File: config.mk
export PLATFORM = sky130hd
export DESIGN_NAME = axis_homing_sequencer_top
export DESIGN_NICKNAME = d
export VERILOG_FILES = /design/src/rtl/ahs_pkg.sv /design/src/rtl/axis_homing_sequencer_top.sv /design/src/rtl/ahs_front.sv /design/src/rtl/ahs_fifo.sv /design/src/rtl/ahs_back.sv
export SDC_FILE = /design/constraint.sdc
export NUM_CORES = 1
export LEC_CHECK = 0
export BUFFER_PORTS_ARGS = -buffer_cell sky130_fd_sc_hd__buf_2
export CAP_MARGIN = 10
export CORE_MARGIN = 3
export CORE_UTILIZATION = 62
export CTS_CLUSTER_SIZE = 14
export DETAILED_ROUTE_END_ITERATION = 8
export HOLD_SLACK_MARGIN = 0.12
export PLACE_DENSITY = 0.79
export SLEW_MARGIN = 20
export SYNTH_ARGS = -nofsm -noshare
export SYNTH_HDL_FRONTEND = slang
export SYNTH_SLANG_ARGS = --single-unit
File: constraint.sdc
create_clock -name clk -period 12.75 [get_ports clk]
set_input_delay 2.55 -clock clk [delete_from_list [all_inputs] [get_ports clk]]
set_output_delay 2.55 -clock clk [all_outputs]
set_load 0.1 [all_outputs]
File: src/rtl/ahs_pkg.sv
// Package with the types, codes and constants of the axis homing sequencer.
`default_nettype none

package ahs_pkg;

  localparam int unsigned DATA_W     = 32;
  localparam int unsigned DIST_W     = 24;
  localparam int unsigned MS_W       = 16;
  localparam int unsigned CNT_W      = 17;
  localparam int unsigned CFG_IDX_W  = 3;
  localparam int unsigned CFG_DATA_W = 24;
  localparam int unsigned QDEPTH     = 4;
  localparam int unsigned QAW        = $clog2(QDEPTH);

  localparam logic [CNT_W-1:0] CNT_MAX  = {CNT_W{1'b1}};
  localparam logic [DATA_W:0]  DEADBAND = (DATA_W+1)'(3);

  localparam int unsigned ST_ALARM_BIT  = 0;
  localparam int unsigned ST_BUSY_BIT   = 2;
  localparam int unsigned ST_POSLIM_BIT = 4;
  localparam int unsigned ST_NEGLIM_BIT = 5;

  localparam logic [7:0] SR_POSLIM = 8'h04;
  localparam logic [7:0] SR_NEGLIM = 8'h05;
  localparam logic [7:0] SR_INPUT  = 8'h0b;

  typedef enum logic [1:0] {
    REQ_START  = 2'd0,
    REQ_SAMPLE = 2'd1,
    REQ_TICK   = 2'd2,
    REQ_CANCEL = 2'd3
  } req_t;

  typedef enum logic [2:0] {
    PH_IDLE  = 3'd0,
    PH_SEEK  = 3'd1,
    PH_BACK  = 3'd2,
    PH_HOMED = 3'd3,
    PH_FAULT = 3'd4
  } phase_t;

  typedef enum logic [2:0] {
    CMD_NONE    = 3'd0,
    CMD_JOG     = 3'd1,
    CMD_BACKOFF = 3'd2,
    CMD_ZERO    = 3'd3,
    CMD_STOP    = 3'd4
  } cmd_t;

  typedef enum logic [2:0] {
    FLT_NONE     = 3'd0,
    FLT_ALARM    = 3'd1,
    FLT_SEEK_TO  = 3'd2,
    FLT_BACK_TO  = 3'd3,
    FLT_CANCEL   = 3'd4
  } fault_t;

  typedef enum logic [CFG_IDX_W-1:0] {
    REG_HOME_NEG_X   = 3'd0,
    REG_HOME_NEG_Y   = 3'd1,
    REG_BACKOFF_X    = 3'd2,
    REG_BACKOFF_Y    = 3'd3,
    REG_MIN_MOVE     = 3'd4,
    REG_STABLE_MS    = 3'd5,
    REG_SEEK_TO_MS   = 3'd6,
    REG_BACK_TO_MS   = 3'd7
  } cfg_reg_t;

  typedef struct packed {
    logic              home_neg_x;
    logic              home_neg_y;
    logic [DIST_W-1:0] backoff_x;
    logic [DIST_W-1:0] backoff_y;
    logic [DIST_W-1:0] min_move;
    logic [MS_W-1:0]   stable_ms;
    logic [MS_W-1:0]   seek_to_ms;
    logic [MS_W-1:0]   back_to_ms;
  } cfg_t;

  typedef struct packed {
    req_t              kind;
    logic              axis_sel;
    logic              alarm;
    logic              busy;
    logic              lim_pos;
    logic              lim_neg;
    logic              sr_input;
    logic [DATA_W-1:0] encoder;
    logic [DATA_W-1:0] planned;
  } item_t;

endpackage

`default_nettype wire

File: src/rtl/axis_homing_sequencer_top.sv
// Top level of the axis homing sequencer: register file, front end, queue, back end.
// Throughput: one word per cycle while the queue has room and the result is not stalled;
// every input word yields exactly one result word. An accepted word is written into the
// queue, then popped into the result register, where it stays valid until it is taken.
// A four-entry queue lets the front end take words while the result register stalls.
// Reset (synchronous, active low) returns to idle, clears the queue and restores
// the register defaults; there is no clearing pass.
`default_nettype none

module axis_homing_sequencer_top
  import ahs_pkg::*;
(
  input  wire logic                   clk,
  input  wire logic                   rst_n,
  input  wire logic                   in_valid,
  output logic                        in_ready,
  input  wire logic [1:0]             in_req_type,
  input  wire logic                   in_axis_select,
  input  wire logic [DATA_W-1:0]      in_status_bits,
  input  wire logic [7:0]             in_stop_reason,
  input  wire logic signed [DATA_W-1:0] in_encoder_pos,
  input  wire logic signed [DATA_W-1:0] in_planned_pos,
  output logic                        out_valid,
  input  wire logic                   out_ready,
  output logic [2:0]                  out_command,
  output logic signed [DATA_W-1:0]    out_target_pos,
  output logic [2:0]                  out_phase,
  output logic [2:0]                  out_fault_code,
  input  wire logic                   cfg_wr_en,
  input  wire logic [CFG_IDX_W-1:0]   cfg_index,
  input  wire logic [CFG_DATA_W-1:0]  cfg_wdata
);

  cfg_t  cfg_r;
  item_t push_item, head_item;
  logic  q_full, q_push, q_pop, head_valid;

  always_ff @(posedge clk) begin
    if (!rst_n) begin
      cfg_r.home_neg_x <= 1'b1;
      cfg_r.home_neg_y <= 1'b1;
      cfg_r.backoff_x  <= DIST_W'(1000);
      cfg_r.backoff_y  <= DIST_W'(1000);
      cfg_r.min_move   <= DIST_W'(100);
      cfg_r.stable_ms  <= MS_W'(200);
      cfg_r.seek_to_ms <= MS_W'(30000);
      cfg_r.back_to_ms <= MS_W'(10000);
    end else if (cfg_wr_en) begin
      unique case (cfg_reg_t'(cfg_index))
        REG_HOME_NEG_X: cfg_r.home_neg_x <= cfg_wdata[0];
        REG_HOME_NEG_Y: cfg_r.home_neg_y <= cfg_wdata[0];
        REG_BACKOFF_X:  cfg_r.backoff_x  <= cfg_wdata[DIST_W-1:0];
        REG_BACKOFF_Y:  cfg_r.backoff_y  <= cfg_wdata[DIST_W-1:0];
        REG_MIN_MOVE:   cfg_r.min_move   <= cfg_wdata[DIST_W-1:0];
        REG_STABLE_MS:  cfg_r.stable_ms  <= cfg_wdata[MS_W-1:0];
        REG_SEEK_TO_MS: cfg_r.seek_to_ms <= cfg_wdata[MS_W-1:0];
        REG_BACK_TO_MS: cfg_r.back_to_ms <= cfg_wdata[MS_W-1:0];
        default: cfg_r <= cfg_r;
      endcase
    end
  end

  ahs_front u_front (
    .clk            (clk),
    .rst_n          (rst_n),
    .in_valid       (in_valid),
    .in_ready       (in_ready),
    .in_req_type    (in_req_type),
    .in_axis_select (in_axis_select),
    .in_status_bits (in_status_bits),
    .in_stop_reason (in_stop_reason),
    .in_encoder_pos (in_encoder_pos),
    .in_planned_pos (in_planned_pos),
    .q_full         (q_full),
    .q_push         (q_push),
    .q_item         (push_item)
  );

  ahs_fifo u_fifo (
    .clk        (clk),
    .rst_n      (rst_n),
    .push       (q_push),
    .push_item  (push_item),
    .full       (q_full),
    .pop        (q_pop),
    .head_valid (head_valid),
    .head_item  (head_item)
  );

  ahs_back u_back (
    .clk            (clk),
    .rst_n          (rst_n),
    .cfg            (cfg_r),
    .head_valid     (head_valid),
    .head_item      (head_item),
    .pop            (q_pop),
    .out_valid      (out_valid),
    .out_ready      (out_ready),
    .out_command    (out_command),
    .out_target_pos (out_target_pos),
    .out_phase      (out_phase),
    .out_fault_code (out_fault_code)
  );

endmodule

`default_nettype wire

File: src/rtl/ahs_front.sv
// Front end: accepts input words and classifies them into queue items.
`default_nettype none

module ahs_front
  import ahs_pkg::*;
(
  input  wire logic                clk,
  input  wire logic                rst_n,
  input  wire logic                in_valid,
  output logic                     in_ready,
  input  wire logic [1:0]          in_req_type,
  input  wire logic                in_axis_select,
  input  wire logic [DATA_W-1:0]   in_status_bits,
  input  wire logic [7:0]          in_stop_reason,
  input  wire logic signed [DATA_W-1:0] in_encoder_pos,
  input  wire logic signed [DATA_W-1:0] in_planned_pos,
  input  wire logic                q_full,
  output logic                     q_push,
  output item_t                    q_item
);

  logic seen_r;

  assign in_ready = rst_n && !q_full;
  assign q_push   = in_valid && in_ready;

  always_comb begin
    q_item.kind     = req_t'(in_req_type);
    q_item.axis_sel = in_axis_select;
    q_item.alarm    = in_status_bits[ST_ALARM_BIT];
    q_item.busy     = in_status_bits[ST_BUSY_BIT];
    q_item.lim_pos  = in_status_bits[ST_POSLIM_BIT] || (in_stop_reason == SR_POSLIM);
    q_item.lim_neg  = in_status_bits[ST_NEGLIM_BIT] || (in_stop_reason == SR_NEGLIM);
    q_item.sr_input = (in_stop_reason == SR_INPUT);
    q_item.encoder  = in_encoder_pos;
    q_item.planned  = in_planned_pos;
  end

  always_ff @(posedge clk) begin
    if (!rst_n) begin
      seen_r <= 1'b0;
    end else if (q_push) begin
      seen_r <= 1'b1;
    end
  end

  property p_no_push_before_reset_release;
    @(posedge clk) !rst_n |-> !q_push;
  endproperty
  a_no_push_in_reset: assert property (p_no_push_before_reset_release)
    else $error("front pushed a word during reset");

  property p_push_needs_room;
    @(posedge clk) disable iff (!rst_n) q_push |-> !q_full && (seen_r || !seen_r);
  endproperty
  a_push_room: assert property (p_push_needs_room)
    else $error("front pushed into a full queue");

endmodule

`default_nettype wire

File: src/rtl/ahs_fifo.sv
// Short item queue between the front end and the sequencer back end.
`default_nettype none

module ahs_fifo
  import ahs_pkg::*;
(
  input  wire logic clk,
  input  wire logic rst_n,
  input  wire logic push,
  input  item_t     push_item,
  output logic      full,
  input  wire logic pop,
  output logic      head_valid,
  output item_t     head_item
);

  item_t           mem_r [QDEPTH];
  logic [QAW-1:0]  wr_ptr_r, wr_ptr_nxt;
  logic [QAW-1:0]  rd_ptr_r, rd_ptr_nxt;
  logic [QAW:0]    count_r, count_nxt;

  assign full       = (count_r == (QAW+1)'(QDEPTH));
  assign head_valid = (count_r != '0);
  assign head_item  = mem_r[rd_ptr_r];

  always_comb begin
    wr_ptr_nxt = push ? wr_ptr_r + 1'b1 : wr_ptr_r;
    rd_ptr_nxt = pop  ? rd_ptr_r + 1'b1 : rd_ptr_r;
    count_nxt  = count_r;
    if (push && !pop) begin
      count_nxt = count_r + 1'b1;
    end else if (pop && !push) begin
      count_nxt = count_r - 1'b1;
    end
  end

  always_ff @(posedge clk) begin
    if (!rst_n) begin
      wr_ptr_r <= '0;
      rd_ptr_r <= '0;
      count_r  <= '0;
    end else begin
      wr_ptr_r <= wr_ptr_nxt;
      rd_ptr_r <= rd_ptr_nxt;
      count_r  <= count_nxt;
    end
  end

  always_ff @(posedge clk) begin
    if (push) begin
      mem_r[wr_ptr_r] <= push_item;
    end
  end

  property p_pop_needs_data;
    @(posedge clk) disable iff (!rst_n) pop |-> head_valid;
  endproperty
  a_pop_data: assert property (p_pop_needs_data)
    else $error("queue popped while empty");

  property p_count_tracks_ptrs;
    @(posedge clk) disable iff (!rst_n)
      count_r <= (QAW+1)'(QDEPTH) && (wr_ptr_r - rd_ptr_r) == count_r[QAW-1:0];
  endproperty
  a_count: assert property (p_count_tracks_ptrs)
    else $error("queue count and pointers disagree");

endmodule

`default_nettype wire

File: src/rtl/ahs_back.sv
// Back end: homing state machine, counters and the result register.
`default_nettype none

module ahs_back
  import ahs_pkg::*;
(
  input  wire logic              clk,
  input  wire logic              rst_n,
  input  cfg_t                   cfg,
  input  wire logic              head_valid,
  input  item_t                  head_item,
  output logic                   pop,
  output logic                   out_valid,
  input  wire logic              out_ready,
  output logic [2:0]             out_command,
  output logic signed [DATA_W-1:0] out_target_pos,
  output logic [2:0]             out_phase,
  output logic [2:0]             out_fault_code
);

  phase_t             phase_r, phase_nxt;
  fault_t             fault_r, fault_nxt;
  logic               axis_r, axis_nxt;
  logic [DATA_W-1:0]  start_enc_r, start_enc_nxt;
  logic [DATA_W-1:0]  last_enc_r, last_enc_nxt;
  logic [CNT_W-1:0]   stable_r, stable_nxt;
  logic [CNT_W-1:0]   elapsed_r, elapsed_nxt;
  cmd_t               cmd_nxt;
  logic [DATA_W-1:0]  tgt_nxt;

  logic               out_valid_r;
  cmd_t               out_cmd_r;
  logic [DATA_W-1:0]  out_tgt_r;
  phase_t             out_phase_r;
  fault_t             out_fault_r;

  logic               active, is_start;
  logic               sel_axis, sel_neg, lim_now;
  logic [DIST_W-1:0]  sel_dist;
  logic [DATA_W-1:0]  target;
  logic signed [DATA_W:0] d_last, d_start;
  logic [DATA_W:0]    abs_last, abs_start;
  logic               rearm, moved, still, seek_done;
  logic [CNT_W-1:0]   stable_eff, stable_inc, elapsed_inc;
  logic               seek_to, back_to;

  assign pop = head_valid && (!out_valid_r || out_ready);

  always_comb begin
    active   = (phase_r == PH_SEEK) || (phase_r == PH_BACK);
    is_start = (head_item.kind == REQ_START);
    sel_axis = is_start ? head_item.axis_sel : axis_r;
    sel_neg  = sel_axis ? cfg.home_neg_x : cfg.home_neg_y;
    sel_dist = sel_axis ? cfg.backoff_x : cfg.backoff_y;
    lim_now  = sel_neg ? head_item.lim_neg : head_item.lim_pos;
    target   = sel_neg ? head_item.planned + {{(DATA_W-DIST_W){1'b0}}, sel_dist}
                       : head_item.planned - {{(DATA_W-DIST_W){1'b0}}, sel_dist};

    d_last    = $signed({head_item.encoder[DATA_W-1], head_item.encoder})
              - $signed({last_enc_r[DATA_W-1], last_enc_r});
    d_start   = $signed({head_item.encoder[DATA_W-1], head_item.encoder})
              - $signed({start_enc_r[DATA_W-1], start_enc_r});
    abs_last  = d_last[DATA_W] ? (DATA_W+1)'(-d_last) : (DATA_W+1)'(d_last);
    abs_start = d_start[DATA_W] ? (DATA_W+1)'(-d_start) : (DATA_W+1)'(d_start);
    rearm     = abs_last > DEADBAND;
    moved     = abs_start >= {{(DATA_W+1-DIST_W){1'b0}}, cfg.min_move};
    stable_eff = rearm ? '0 : stable_r;
    still     = !head_item.busy && (stable_eff >= {{(CNT_W-MS_W){1'b0}}, cfg.stable_ms});
    seek_done = lim_now || head_item.sr_input || (moved && still);

    stable_inc  = (stable_r == CNT_MAX) ? stable_r : stable_r + 1'b1;
    elapsed_inc = (elapsed_r == CNT_MAX) ? elapsed_r : elapsed_r + 1'b1;
    seek_to = elapsed_inc > {{(CNT_W-MS_W){1'b0}}, cfg.seek_to_ms};
    back_to = elapsed_inc > {{(CNT_W-MS_W){1'b0}}, cfg.back_to_ms};
  end

  always_comb begin
    phase_nxt = phase_r;
    unique case (head_item.kind)
      REQ_START: begin
        if (!active) begin
          phase_nxt = lim_now ? PH_BACK : PH_SEEK;
        end
      end
      REQ_CANCEL: begin
        if (active) begin
          phase_nxt = PH_FAULT;
        end
      end
      REQ_TICK: begin
        if ((phase_r == PH_SEEK && seek_to) || (phase_r == PH_BACK && back_to)) begin
          phase_nxt = PH_FAULT;
        end
      end
      REQ_SAMPLE: begin
        if (phase_r == PH_SEEK) begin
          if (seek_done) begin
            phase_nxt = PH_BACK;
          end else if (head_item.alarm) begin
            phase_nxt = PH_FAULT;
          end
        end else if (phase_r == PH_BACK && !head_item.busy) begin
          phase_nxt = PH_HOMED;
        end
      end
      default: phase_nxt = phase_r;
    endcase
  end

  always_comb begin
    cmd_nxt       = CMD_NONE;
    tgt_nxt       = '0;
    fault_nxt     = fault_r;
    axis_nxt      = axis_r;
    start_enc_nxt = start_enc_r;
    last_enc_nxt  = last_enc_r;
    stable_nxt    = stable_r;
    elapsed_nxt   = elapsed_r;
    unique case (head_item.kind)
      REQ_START: begin
        if (!active) begin
          axis_nxt      = head_item.axis_sel;
          fault_nxt     = FLT_NONE;
          start_enc_nxt = head_item.encoder;
          last_enc_nxt  = head_item.encoder;
          stable_nxt    = '0;
          elapsed_nxt   = '0;
          if (lim_now) begin
            cmd_nxt = CMD_BACKOFF;
            tgt_nxt = target;
          end else begin
            cmd_nxt = CMD_JOG;
          end
        end
      end
      REQ_CANCEL: begin
        if (active) begin
          fault_nxt = FLT_CANCEL;
          cmd_nxt   = CMD_STOP;
        end
      end
      REQ_TICK: begin
        if (active) begin
          elapsed_nxt = elapsed_inc;
          stable_nxt  = stable_inc;
          if (phase_r == PH_SEEK && seek_to) begin
            fault_nxt = FLT_SEEK_TO;
            cmd_nxt   = CMD_STOP;
          end else if (phase_r == PH_BACK && back_to) begin
            fault_nxt = FLT_BACK_TO;
            cmd_nxt   = CMD_STOP;
          end
        end
      end
      REQ_SAMPLE: begin
        if (phase_r == PH_SEEK) begin
          if (rearm) begin
            last_enc_nxt = head_item.encoder;
            stable_nxt   = '0;
          end
          if (seek_done) begin
            cmd_nxt     = CMD_BACKOFF;
            tgt_nxt     = target;
            elapsed_nxt = '0;
          end else if (head_item.alarm) begin
            fault_nxt = FLT_ALARM;
            cmd_nxt   = CMD_STOP;
          end
        end else if (phase_r == PH_BACK && !head_item.busy) begin
          cmd_nxt = CMD_ZERO;
        end
      end
      default: cmd_nxt = CMD_NONE;
    endcase
  end

  always_ff @(posedge clk) begin
    if (!rst_n) begin
      phase_r     <= PH_IDLE;
      fault_r     <= FLT_NONE;
      axis_r      <= 1'b0;
      start_enc_r <= '0;
      last_enc_r  <= '0;
      stable_r    <= '0;
      elapsed_r   <= '0;
      out_valid_r <= 1'b0;
    end else begin
      if (pop) begin
        phase_r     <= phase_nxt;
        fault_r     <= fault_nxt;
        axis_r      <= axis_nxt;
        start_enc_r <= start_enc_nxt;
        last_enc_r  <= last_enc_nxt;
        stable_r    <= stable_nxt;
        elapsed_r   <= elapsed_nxt;
      end
      out_valid_r <= pop || (out_valid_r && !out_ready);
    end
  end

  always_ff @(posedge clk) begin
    if (pop) begin
      out_cmd_r   <= cmd_nxt;
      out_tgt_r   <= tgt_nxt;
      out_phase_r <= phase_nxt;
      out_fault_r <= fault_nxt;
    end
  end

  assign out_valid      = out_valid_r;
  assign out_command    = out_cmd_r;
  assign out_target_pos = out_tgt_r;
  assign out_phase      = out_phase_r;
  assign out_fault_code = out_fault_r;

  property p_fault_phase_has_code;
    @(posedge clk) disable iff (!rst_n) (phase_r == PH_FAULT) |-> (fault_r != FLT_NONE);
  endproperty
  a_fault_code: assert property (p_fault_phase_has_code)
    else $error("fault phase without a fault code");

  property p_stop_enters_fault;
    @(posedge clk) disable iff (!rst_n)
      (pop && cmd_nxt == CMD_STOP) |=> (phase_r == PH_FAULT) && (out_phase_r == PH_FAULT);
  endproperty
  a_stop_fault: assert property (p_stop_enters_fault)
    else $error("stop command without entry into fault");

  property p_backoff_enters_back;
    @(posedge clk) disable iff (!rst_n)
      (pop && cmd_nxt == CMD_BACKOFF) |=> (phase_r == PH_BACK) && (elapsed_r == '0);
  endproperty
  a_backoff: assert property (p_backoff_enters_back)
    else $error("backoff command without a fresh backoff phase");

endmodule

`default_nettype wire
==> summary.md, run 1 <==
| Metric | Value |
|---|---|
| Initial antenna violation count | `13` |
| Final setup fails | `0` |
| Fin Setup TNS | `0 ns` |
| Hpwl dp | `58100 um` |
| Max incr delay on CP | `around 0.86 ns` |
| Initial drt markers | `2776` |
| Core Footprint | `between 50000 and 60000 um2` |
| Main synth FF type | `edfxtp_1` |
| Die height | `233 um` |
| Worst slew pin tran | `about 1.1 ns` |
| Vias in the first global route | `24600` |
| Count of cell types in the netlist | `about 100` |
| Top achievable clock speed | `0.0998 GHz` |
| Hold Vio Cnt, Final | `0` |
| I/O pin count | `182` |
| Setup WS post-layout | `~2.7 ns` |
| Max cap viols | `0` |
| Area share of fa/ha/maj cells after synthesis | `0.0737` |
| DIE WIDTH | `approximately 230 um` |
| Ys Warns | `0` |
| Synthesized area | `32000 um2` |
| Clock power frac | `0.188` |
| NetSw | `4.32 mW` |
| PwrDens | `approximately 260 nW/um2` |
| Minimum clock period | `10.02 ns` |
| Slowest CP cell | `dfxtp_4` |
| Placed cells | `just under 4000` |
| Syn Nets | `3551` |
| Dpl ws | `2.92 ns` |
| Via Count | `25800` |
| Gate power share | `0.568` |
| Register share of total power | `0.244` |
| Mapped Cells | `3226` |
| TritonCTS buffer count | `58` |
| GP Congestion | `0.917` |
| CTS root buf | `clkbuf_16` |
| P_int | `about 5 mW` |
| Die area | `54400 um2` |
| WL per Instance | `roughly 21 um` |
| Avg Vias per Cell | `between 6 and 7` |
| Clk slew on worst S/H paths | `0.06 ns` |
| Slew Limit Fails | `0` |
| CTS resizes | `0` |
| Critical Path Fanout Max | `39` |
| Simple-gate share of the synthesized area | `0.167` |
| Commonest cells after routing, fill and taps aside | `nand2_1, edfxtp_1, a21oi_1, dfxtp_1, nor2_1` |
| Data required time at the worst endpoint | `13.13 ns` |
| Global route overflow | `0` |
| DRC | `0` |
| Post-synthesis mux area share | `0.0759` |
| Fin area | `35500 um2` |
| CTS tree | `yes` |
| Critical path class | `reg -> reg` |
| Post-synthesis compound-gate area fraction | `0.153` |
| Starting density of the core | `0.632` |
| Port Buffers | `~150` |
| Fin crit share | `0.786` |
| Peak supply drop | `223 uV` |
| Startpoint Class | `register` |
| Maximum buffer depth of the clock tree | `3` |
| Largest net degree at the start of global routing | `73` |
| Ys async rst share | `0` |
| Gr usage total | `0.303` |
| Share of cells above drive strength 1 | `0.125` |
| Clk_lat worst skew | `approximately 0.65 ns` |
| Setup Fix Bufs, Post-CTS | `0` |
| Pleak | `about 13 nW` |
| Non-filler cells, final | `about 4000` |
| Post-synth EDFFs | `329` |
| Layout Skew | `0.0733 ns` |
| Depth of the CTS H-tree | `2` |
| # hold bufs at CTS | `0` |
| RSZ-0062 raised after global routing | `false` |
| Critical Path AT | `10.41 ns` |
| Rows | `between 80 and 90` |
| Hold Crit Class | `reg -> reg` |
| Most common cell after layout, fill and taps aside | `nand2_1` |
| First-pass GRT wire length | `between 100000 and 150000 um` |
| Initial DRT Pass Iterations | `6` |
| Clk sink count | `about 570` |
| Sw frac | `0.463` |
| Final Routed Wirelength | `84900 um` |
| XOR/XNOR share of the synthesized area | `0.0367` |
| Largest family of logic cells by synthesized area | `simple AND/OR/NAND/NOR gates` |
| Syn Area/Cell | `9.92 um2` |
| Relative slew slack | `0.243` |
| CP endpoint kind | `register` |
| Area grow syn2layout | `10.8%` |
| Post-route ant nets | `0` |
| DP Area | `33300 um2` |
| Most used cell, CP | `o21a_1` |
| Outcome | `complete, no violations` |
| Nets@finish | `3664` |
| #FFs+latches synth | `between 500 and 600` |
| Sequential share of the synthesized area | `0.457` |
-- flip-flops by register name, indices dropped and copies added, names as in the netlist, 2 cells and up, named ones only --
| signal | cells |
|---|---|
| u_fifo.mem_r | 288 |
| u_back.elapsed_r | 17 |
| u_back.out_phase | 3 |
| u_back.last_enc_r | 32 |
| cfg_r | 122 |
| u_back.out_command | 3 |
| u_back.fault_r | 3 |
| u_fifo.count_r | 3 |
| u_back.out_target_pos | 32 |
| u_back.out_fault_code | 3 |
| u_back.stable_r | 17 |
| u_fifo.wr_ptr_r | 2 |
| u_back.start_enc_r | 32 |
| u_fifo.rd_ptr_r | 2 |
| u_back.phase_r | 3 |
-- path summary, 6_finish.rpt --
check / startpoint / to / slack (ns) / depth (start not counted)
max: register / u_back.out_target_pos[21] / 2.73 / 33
min: u_back.start_enc_r[19] / u_back.start_enc_r[19] / 0.45 / 2
max reg2reg: register / u_back.out_target_pos[21] / 2.73 / 33
min reg2reg: u_back.start_enc_r[19] / u_back.start_enc_r[19] / 0.45 / 2
-- power by group through the flow --
stage	registers, mW	clock network (mW)	logic [mW]
after floorplan	2.73	0	3.56
after global routing	2.30	1.84	5.74
after detailed placement	2.31	0	5.14
after CTS	2.28	1.76	5.20
after global placement	2.31	0	4.98
final	2.28	1.76	5.30
-- metrics by stage --
stage / total power [mW] / utilization / hold slack (ns)
6_report: 9.34 / 0.701 / 0.452
5_1_grt: 9.88 / 0.701 / 0.466
4_1_cts: 9.25 / 0.699 / 0.456
3_5_place_dp: 7.45 / 0.659 / 0.448
3_3_place_gp: 7.28 / 0.659 / 0.442
2_1_floorplan: 6.30 / - / 0.436
-- cell usage after synthesis (all sizes together) (23+ instances only) --
cell type / count / area (um2)
nor4: 23 / 159
nor2: 227 / 852
o21a: 41 / 308
mux2i: 75 / 751
mux4: 72 / 1620
clkbuf: 111 / 417
inv: 172 / 646
a21oi: 251 / 1260
nand2: 472 / 1770
nand4: 33 / 206
edfxtp: 329 / 9880
a21o: 53 / 398
or3: 29 / 181
ha: 182 / 2280
nor3: 74 / 382
xor2: 57 / 499
a31oi: 25 / 156
and3: 28 / 175
o211ai: 40 / 310
xnor2: 77 / 674
a211oi: 28 / 215
dfxtp: 237 / 4740
o21ai: 133 / 681
nand2b: 25 / 156
nor2b: 28 / 175
nand3: 90 / 460
and2: 38 / 238
-- area by class of cell --
| class | count | area [um2] |
|---|---|---|
| antenna | 9 | 22.5 |
| clock buffer | 76 | 1620 |
| clock inverter | 34 | 377 |
| fill | 3604 | 15100 |
| inverter | 172 | 648 |
| multi-input combinational | 2357 | 16300 |
| sequential | 566 | 14600 |
| tap | 672 | 841 |
| timing repair buffer | 184 | 1070 |
-- worst max-delay path, delay by kind of cell, from the launching register on --
| family | cells | cell delay, ns |
|---|---|---|
| AOI/OAI and AO/OA | 18 | 4.56 |
| buffers and inverters | 2 | 0.60 |
| muxes | 1 | 0.74 |
| and+or+nand+nor | 10 | 2.27 |
| DFF | 1 | 0.86 |
| adders and majority gates | 2 | 0.69 |
-- layer usage --
layer  global-route usage  vias up  share of wire
met5                    0        -        0.00045
met1                0.421    12300           0.42
met4                0.117        6          0.037
met3               0.0496      212          0.080
met2                0.480     1139           0.46
li1                     -    12100              -
-- logic make-up (layout without fill, tap and decap cells) --
logic type | after synthesis | count (layout)
and+or+nand+nor | 1137 | 1137
AOI/OAI and AO/OA | 748 | 748
DFF | 566 | 566
buffers and inverters | 303 | 466
adders and majority gates | 186 | 186
muxes | 152 | 152
xor gates and xnor gates | 134 | 134
other | 0 | 9
Power figures use the tool's default switching activity.
==> run 2, diff against run 1 <==
--- a/config.mk
+++ b/config.mk
@@ -8,11 +8,11 @@
 export BUFFER_PORTS_ARGS = -buffer_cell sky130_fd_sc_hd__buf_2
 export CAP_MARGIN = 10
 export CORE_MARGIN = 3
-export CORE_UTILIZATION = 62
+export CORE_UTILIZATION = 56
 export CTS_CLUSTER_SIZE = 14
 export DETAILED_ROUTE_END_ITERATION = 8
 export HOLD_SLACK_MARGIN = 0.12
-export PLACE_DENSITY = 0.79
+export PLACE_DENSITY = 0.75
 export SLEW_MARGIN = 20
 export SYNTH_ARGS = -nofsm -noshare
 export SYNTH_HDL_FRONTEND = slang
==> constraint.sdc (replaced) <==
create_clock -name clk -period 8.5 [get_ports clk]
set_input_delay 1.7 -clock clk [delete_from_list [all_inputs] [get_ports clk]]
set_output_delay 1.7 -clock clk [all_outputs]
set_load 0.1 [all_outputs]
==> summary.md, run 2 (synthesis gave the netlist of run 1 again) <==
| Metric | Value |
|---|---|
| Outcome | `complete, no violations` |
| Max incr delay on CP | `0.57 ns` |
| Gr usage total | `0.276` |
| Peak supply drop | `370 uV` |
| Minimum clock period | `8.13 ns` |
| Startpoint Class | `register` |
| Vias in the first global route | `24700` |
| GP Congestion | `0.937` |
| PwrDens | `398 nW/um2` |
| # hold bufs at CTS | `0` |
| Nets@finish | `3764` |
| Hold Vio Cnt, Final | `0` |
| Sw frac | `0.455` |
| WL per Instance | `20.1 um` |
| Post-route ant nets | `0` |
| Area grow syn2layout | `14.2%` |
| Critical Path Fanout Max | `7` |
| Critical path class | `reg -> reg` |
| Hpwl dp | `around 60000 um` |
| Avg Vias per Cell | `around 6.1` |
| Commonest cells after routing, fill and taps aside | `nand2_1, edfxtp_1, a21oi_1, dfxtp_1, nor2_1` |
| P_int | `about 8 mW` |
| Rows | `86` |
| Top achievable clock speed | `0.123 GHz` |
| Worst slew pin tran | `1.08 ns` |
| Crit path buffers/inverters | `5` |
| Final Routed Wirelength | `about 85000 um` |
| First-pass GRT wire length | `133000 um` |
| Largest regs | `u_fifo.mem_r: 288 flops, cfg_r: 122 flops` |
| Global route overflow | `0` |
| Largest register FFs | `288` |
| Largest net degree at the start of global routing | `69` |
| CP endpoint kind | `register` |
| Max cap viols | `0` |
| I/O pin count | `182` |
| Starting density of the core | `0.573` |
| Clock power frac | `0.178` |
| Depth of the CTS H-tree | `2` |
| Critical Path AT | `8.52 ns` |
| Clk sink count | `approximately 570` |
| Initial DRT Pass Iterations | `7` |
| Fin area | `36500 um2` |
| Port Buffers | `between 150 and 200` |
| Hold Crit Class | `reg -> reg` |
| Register share of total power | `0.232` |
| Maximum buffer depth of the clock tree | `3` |
| Clk_lat worst skew | `0.65 ns` |
| Slew Limit Fails | `0` |
| Data required time at the worst endpoint | `8.89 ns` |
| Most used cell, CP | `o21a_1` |
| Die area | `60000 um2` |
| Fin crit share | `0.956` |
| Clk slew on worst S/H paths | `about 0.060 ns` |
| Biggest register | `u_fifo.mem_r` |
| CTS root buf | `clkbuf_16` |
| Share of cells above drive strength 1 | `0.159` |
| Initial antenna violation count | `5` |
| Gate power share | `0.590` |
| DRC | `0` |
| Die height | `245 um` |
| DP Area | `34200 um2` |
| Initial drt markers | `approximately 2200` |
| NetSw | `6.61 mW` |
| Hold WS | `0.454 ns` |
| Relative slew slack | `0.261` |
| Pleak | `13.7 nW` |
| Core Footprint | `around 56000 um2` |
| Cell family with most CP delay | `simple AND/OR/NAND/NOR gates` |
| Layout Skew | `slightly above 0.06 ns` |
| Slowest CP cell | `or4b_4` |
| TritonCTS buffer count | `59` |
| Final setup fails | `0` |
| DIE WIDTH | `245 um` |
| CTS tree | `yes` |
| Most common cell after layout, fill and taps aside | `nand2_1` |
| Via Count | `25800` |
-- run 2: final timing paths --
check / start / to / slack [ns] / depth (start not counted)
worst max register to register: register / u_back.out_target_pos[15] / 0.37 / 36
worst max-delay path: register / u_back.out_target_pos[15] / 0.37 / 36
worst min register to register: cfg_r[85] / cfg_r[85] / 0.45 / 2
worst min-delay path: cfg_r[85] / cfg_r[85] / 0.45 / 2
-- run 2: power groups by stage --
stage	registers (mW)	clock network (mW)	logic, mW
floorplan	4.10	0	5.35
global placement	3.41	0	8.03
detailed placement	3.42	0	8.24
CTS	3.37	2.63	8.31
global route	3.39	2.75	9.35
finish	3.37	2.59	8.58
-- run 2: metal layers --
layer	up-vias	track usage	routed length [um]
li1	12200	-	-
met1	12400	0.388	36900
met2	919	0.445	39400
met3	177	0.0357	5630
met4	4	0.0907	2950
met5	-	0	27
-- run 2: worst min-delay path: stages (launching register included) --
cell,delay (ns)
dfxtp_1,0.31
nand2_1,0.05
a21oi_1,0.05
-- run 2: cell type report --
cell class,instances,area [um2]
antenna,4,10.0
clock buffer,68,1570
clock inverter,41,410
fill,4278,19300
inverter,172,648
multi-input combinational,2357,16500
sequential,566,14600
tap,748,936
timing repair buffer,283,1850
-- run 2: timing repair --
action,in CTS,in global routing
setup buffers,0,8
gates resized for setup,0,43
endpoints found under the setup margin,0,63
-- run 2: metrics by stage --
stage	utilization	setup slack (ns)	TNS [ns]	power, mW	instances
after floorplan	-	0.0199	0	9.45	3226
after global placement	0.613	0.119	0	11.4	4117
after detailed placement	0.613	0.0830	0	11.7	4117
after CTS	0.648	0.0604	0	14.3	4226
after global routing	0.654	-0.0417	-0.487	15.5	4237
final	0.654	0.372	0	14.5	4239
